File: src/hw/rtl/assert_macros.svh
// assertion macros used by the rtl files
// depends on nothing; include by bare file name
`ifndef ASSERT_MACROS_SVH
`define ASSERT_MACROS_SVH

// clocked assertion, disabled while in reset
`define ASSERT_CLK(label, clk, rst_n, prop, msg) \
	label: assert property (@(posedge clk) disable iff (!(rst_n)) (prop)) else $error(msg);

// clocked assertion that also holds during reset
`define ASSERT_ALWAYS(label, clk, prop, msg) \
	label: assert property (@(posedge clk) (prop)) else $error(msg);

`endif

File: src/hw/rtl/tgks_ram.sv
// generic single write, single read ram with registered read data
// depends on nothing
module tgks_ram #(
	parameter int W = 8,
	parameter int D = 16
) (
	input  logic                 clk,
	input  logic                 we,
	input  logic [$clog2(D)-1:0] waddr,
	input  logic [W-1:0]         wdata,
	input  logic                 re,
	input  logic [$clog2(D)-1:0] raddr,
	output logic [W-1:0]         rdata
);
	logic [W-1:0] mem [D];

	always_ff @(posedge clk) begin
		if (we) begin
			mem[waddr] <= wdata;
		end
		if (re) begin
			rdata <= mem[raddr];
		end
	end
endmodule

File: config.mk
export PLATFORM = sky130hd
export DESIGN_NAME = tgks_ram
export DESIGN_NICKNAME = d
export VERILOG_FILES = /design/src/hw/rtl/assert_macros.svh /design/src/hw/rtl/tgks_ram.sv
export SDC_FILE = /design/constraint.sdc
export NUM_CORES = 1
export LEC_CHECK = 0
export BUFFER_PORTS_ARGS = -buffer_cell sky130_fd_sc_hd__buf_4
export CAP_MARGIN = 20
export CORE_ASPECT_RATIO = 0.7
export CORE_MARGIN = 2
export CORE_UTILIZATION = 35
export CTS_BUF_LIST = sky130_fd_sc_hd__clkbuf_4
export DETAILED_ROUTE_END_ITERATION = 8
export PLACE_DENSITY = 0.55
export SYNTH_ARGS = -nofsm -noshare
export SYNTH_HDL_FRONTEND = slang
export SYNTH_SLANG_ARGS = --single-unit
export TNS_END_PERCENT = 100
File: constraint.sdc
create_clock -name clk -period 1.7 [get_ports clk]
set_input_delay 0.085 -clock clk [delete_from_list [all_inputs] [get_ports clk]]
set_output_delay 0.085 -clock clk [all_outputs]
set_load 0.01 [all_outputs]
### Word level (Yosys, flattened, before mapping)

Memories as Yosys holds them, arrays and structs flattened. A register that Yosys moved wholly into a read port is not among the register bits.
Index checks and enable logic that the tools add are counted.

* bits in writable memories: 128
* latch bits: 0
* word-level logic and storage cells: 3
* bits in read-only memories: 0
* flip-flop bits (word level): 0
* memories kept: 1

Memory list
* mem: depth 16, bits a word 8, read ports 1, clocked after Yosys merged registers in 1, wr ports 1, RTL line tgks_ram.sv:15 `logic [W-1:0] mem [D];`

* bitwise operators: 0
* eq/ne operators: 0
* $lt $le $gt $ge: 0
* $add $sub $neg: 0
* divide/modulo/power cells: 0
* $mul: 0
* reductions and logical operators: 0
* shift-type cells: 0
* muxes and demuxes: 2

Operator list (count)
* 2-to-1 mux 1 bit: 2

### Logic depth before layout (Yosys ltp)

* depth after elaboration: 2
* depth in mapped cells: 5
* gate-level depth less buffers: 3

### Least setup slack after synthesis

OpenSTA, ideal clock, no wires.

* path kind: in2reg
* start point: input waddr[2]
* end point: memory mem[0][0], enable pin
* path slack: 0.122 ns
* data required time: 1.317 ns
* arrival: 1.195 ns
* cell stages on the path: 2
* cells stage by stage: or3b_2 > nor3_1

RTL lines
* start: declaration: RTL line tgks_ram.sv:9 `input logic [$clog2(D)-1:0] waddr,`
* end: declaration: RTL line tgks_ram.sv:15

Straight into the memory's write port.

==> flow_summary.ini <==
[logic_synthesis]
synth.largest_area_cell = edfxtp_1
synth.avg_cell_area_um2 = 22.8
syn_area_um2 = 5230
synth_fp_nets = 248
ys_ff_latch = 136
seq_area_frac_synth = 0.781
synth_cell_type_count = 18
netlist_instances = 229
synth_area_leaders = edfxtp_1 (78%), mux4_2 (7.8%), mux4_1 (7.0%)
synth-warning-count = 0
yosys.area.top_type_share = 0.781

[floorplanning]
die_y_um = 106
start_util = 0.357
die_w_um = 150
core-area_um2 = 14600
fp-row-count = 37
io_pins = 27
die-area_um2 = 15900

[layout]
drive_gt1_frac = 0.328
diodes = 0
final_common_cell = edfxtp_1
layout.nets = 317
final_util = 0.425
area_growth_pct = 19.1
final_cell_mix = edfxtp_1 (136), buf_4 (48), mux4_2 (18), clkbuf_4 (17), a22oi_1 (16)
fillers = 1303

[routing]
wirelength_met1_um = 5210
dr_wl_met3_um = 754
top_layer = met4
drtIter0Drc = 225
drtPass1Iterations = 4
viasPerCell = 4.96
routed_wl_um = 10600
num_vias = 2509
ant_nets = 0
wl_per_cell_um = 20.9
drc = 0
dr_wl_met2_um = 4530

[outcome]
outcome = finished clean

[grt]
grt_max_degree = 17
grt_pass1_vias = 2551
antenna_found_initial = 0
grt.overflow.total = 0
grt_usage = 0.145
grt_pass1_wl_um = 16000

[power]
power_frac_seq = 0.579
leakagePower_nw = 2.08
vdd_drop_max_v = 0.000420
p_switching_w = 0.00142
finalPower_w = 0.00655
power.share.clock = 0.360
internal-power_w = 0.00514
combPwrFrac = 0.061
powerDensity_nw_per_um2 = 1050
switching_share = 0.216

[sta]
rsz0062_at_grt = false
hold_viol = 0
worst_slew_pin_slew_ns = 0.481
min_period_over_period = 0.849
timing.slew.headroom = 0.680
finalClockSkew_ns = 0.0269
finalCriticalPeriod_ns = 1.44
max_freq_mhz = 693
drv_slew = 0
worst_hold_slack_ns = 0.0995
finalSetupViolCount = 0
tns_ns = 0

[cts]
cts_root_buf = clkbuf_4
htree_levels = 4
cts_buffer_depth = 2
numCtsBuffers = 17
hold_buffers = 9
cts_tree = yes
clock_sinks = 136
cts_setup_buffers = 0
clkLatencyLatePin_ns = 0.52
cts.clk_slew.worst_paths_ns = 0.14
cts_resized = 0

[critical_path]
worstSetupStartpointType = flop
slowest_stage = mux4_1
cp_data_arrival_time_ns = 1.72
crit_required_ns = 1.98
crit_type = reg2reg
critPathTopFamily = multiplexers
path_buf_inv = 0
endpoint_kind = flop
r2r_cells = 3
worstPathMaxFanout = 1
cp_num_cells = 3
cpPeakStageDelay_ns = 0.54
crit_chain = mux4_1 > a22oi_1 > nand2_1

[job]
drv_cap = 0

[placement]
io_buffer_count = 26
gp_congestion = 0.719
hpwl_um = 7180

[min_path]
min_path_cells = 3
holdCritPathClass = in2reg
-- kinds of logic (layout without fill, tap and decap cells) --
logic type,count (synthesis),after routing,synth area share
mux,32,32,0.148
compound gates,16,16,0.0230
simple gates,35,35,0.0314
buf+inv,10,92,0.0165
flops,136,136,0.781
-- Yosys cell counts --
cell type / count
nor3_1: 4
nand3_1: 1
nor2b_1: 1
buf_6: 3
nand2b_1: 2
mux4_2: 18
and2_1: 1
buf_4: 1
a22oi_1: 16
clkdlybuf4s25_2: 3
or3b_2: 1
buf_2: 3
and2b_1: 1
nor2_1: 13
nand2_1: 9
edfxtp_1: 136
nand3b_1: 2
mux4_1: 14
-- routing by layer --
layer / GRT usage / up-vias
met5: 0 / -
met2: 0.196 / 73
met4: 0.0566 / 0
met1: 0.225 / 1304
met3: 0.0326 / 6
li1: - / 1126
-- through the flow --
| step | instance area, µm² | setup WS (ns) | std cells |
|---|---|---|---|
| after floorplan | 5230 | 0.122 | 229 |
| after global placement | 5810 | 0.115 | 465 |
| after detailed placement | 5810 | 0.119 | 465 |
| after CTS | 6220 | 0.234 | 506 |
| after global routing | 6220 | 0.191 | 506 |
| final | 6220 | 0.258 | 506 |
-- final timing paths --
check	from	slack, ns	end
worst min-delay path	waddr[0]	0.1	mem[12][6]$_DFFE_PP_
worst max-delay path	mem[1][2]$_DFFE_PP_	0.26	rdata[2]$_DFFE_PP_
worst min register to register	mem[14][4]$_DFFE_PP_	0.75	rdata[4]$_DFFE_PP_
worst max register to register	mem[1][2]$_DFFE_PP_	0.26	rdata[2]$_DFFE_PP_
-- registers in the layout, summed over array words and instances (netlist names) --
name and flops:
rdata 8, mem 128
-- layout make-up --
type / instances / area [µm²] / area share
clock buffers: 17 / 128 / 0.0205
clock inverters: 15 / 200 / 0.0322
multi-input cells: 83 / 1060 / 0.170
flip-flops and latches: 136 / 4080 / 0.656
well taps: 195 / 244 / 0.0392
repair buffers: 60 / 510 / 0.0820
-- power groups by stage --
stage	Sequential [W]	Clock [W]	Combinational, W
floorplan	0.00387	0	0.000191
global placement	0.00387	0	0.000384
detailed placement	0.00387	0	0.000393
CTS	0.00380	0.00243	0.000410
global route	0.00380	0.00256	0.000439
finish	0.00379	0.00236	0.000402
-- worst reg2reg max path, delay by kind of cell (launching register included) --
family | cells | cell delay [ns]
DFF | 1 | 0.38
AOI/OAI and AO/OA | 1 | 0.22
muxes | 1 | 0.54
and+or+nand+nor | 1 | 0.07
Note: power is estimated with default switching activity, not from simulation.
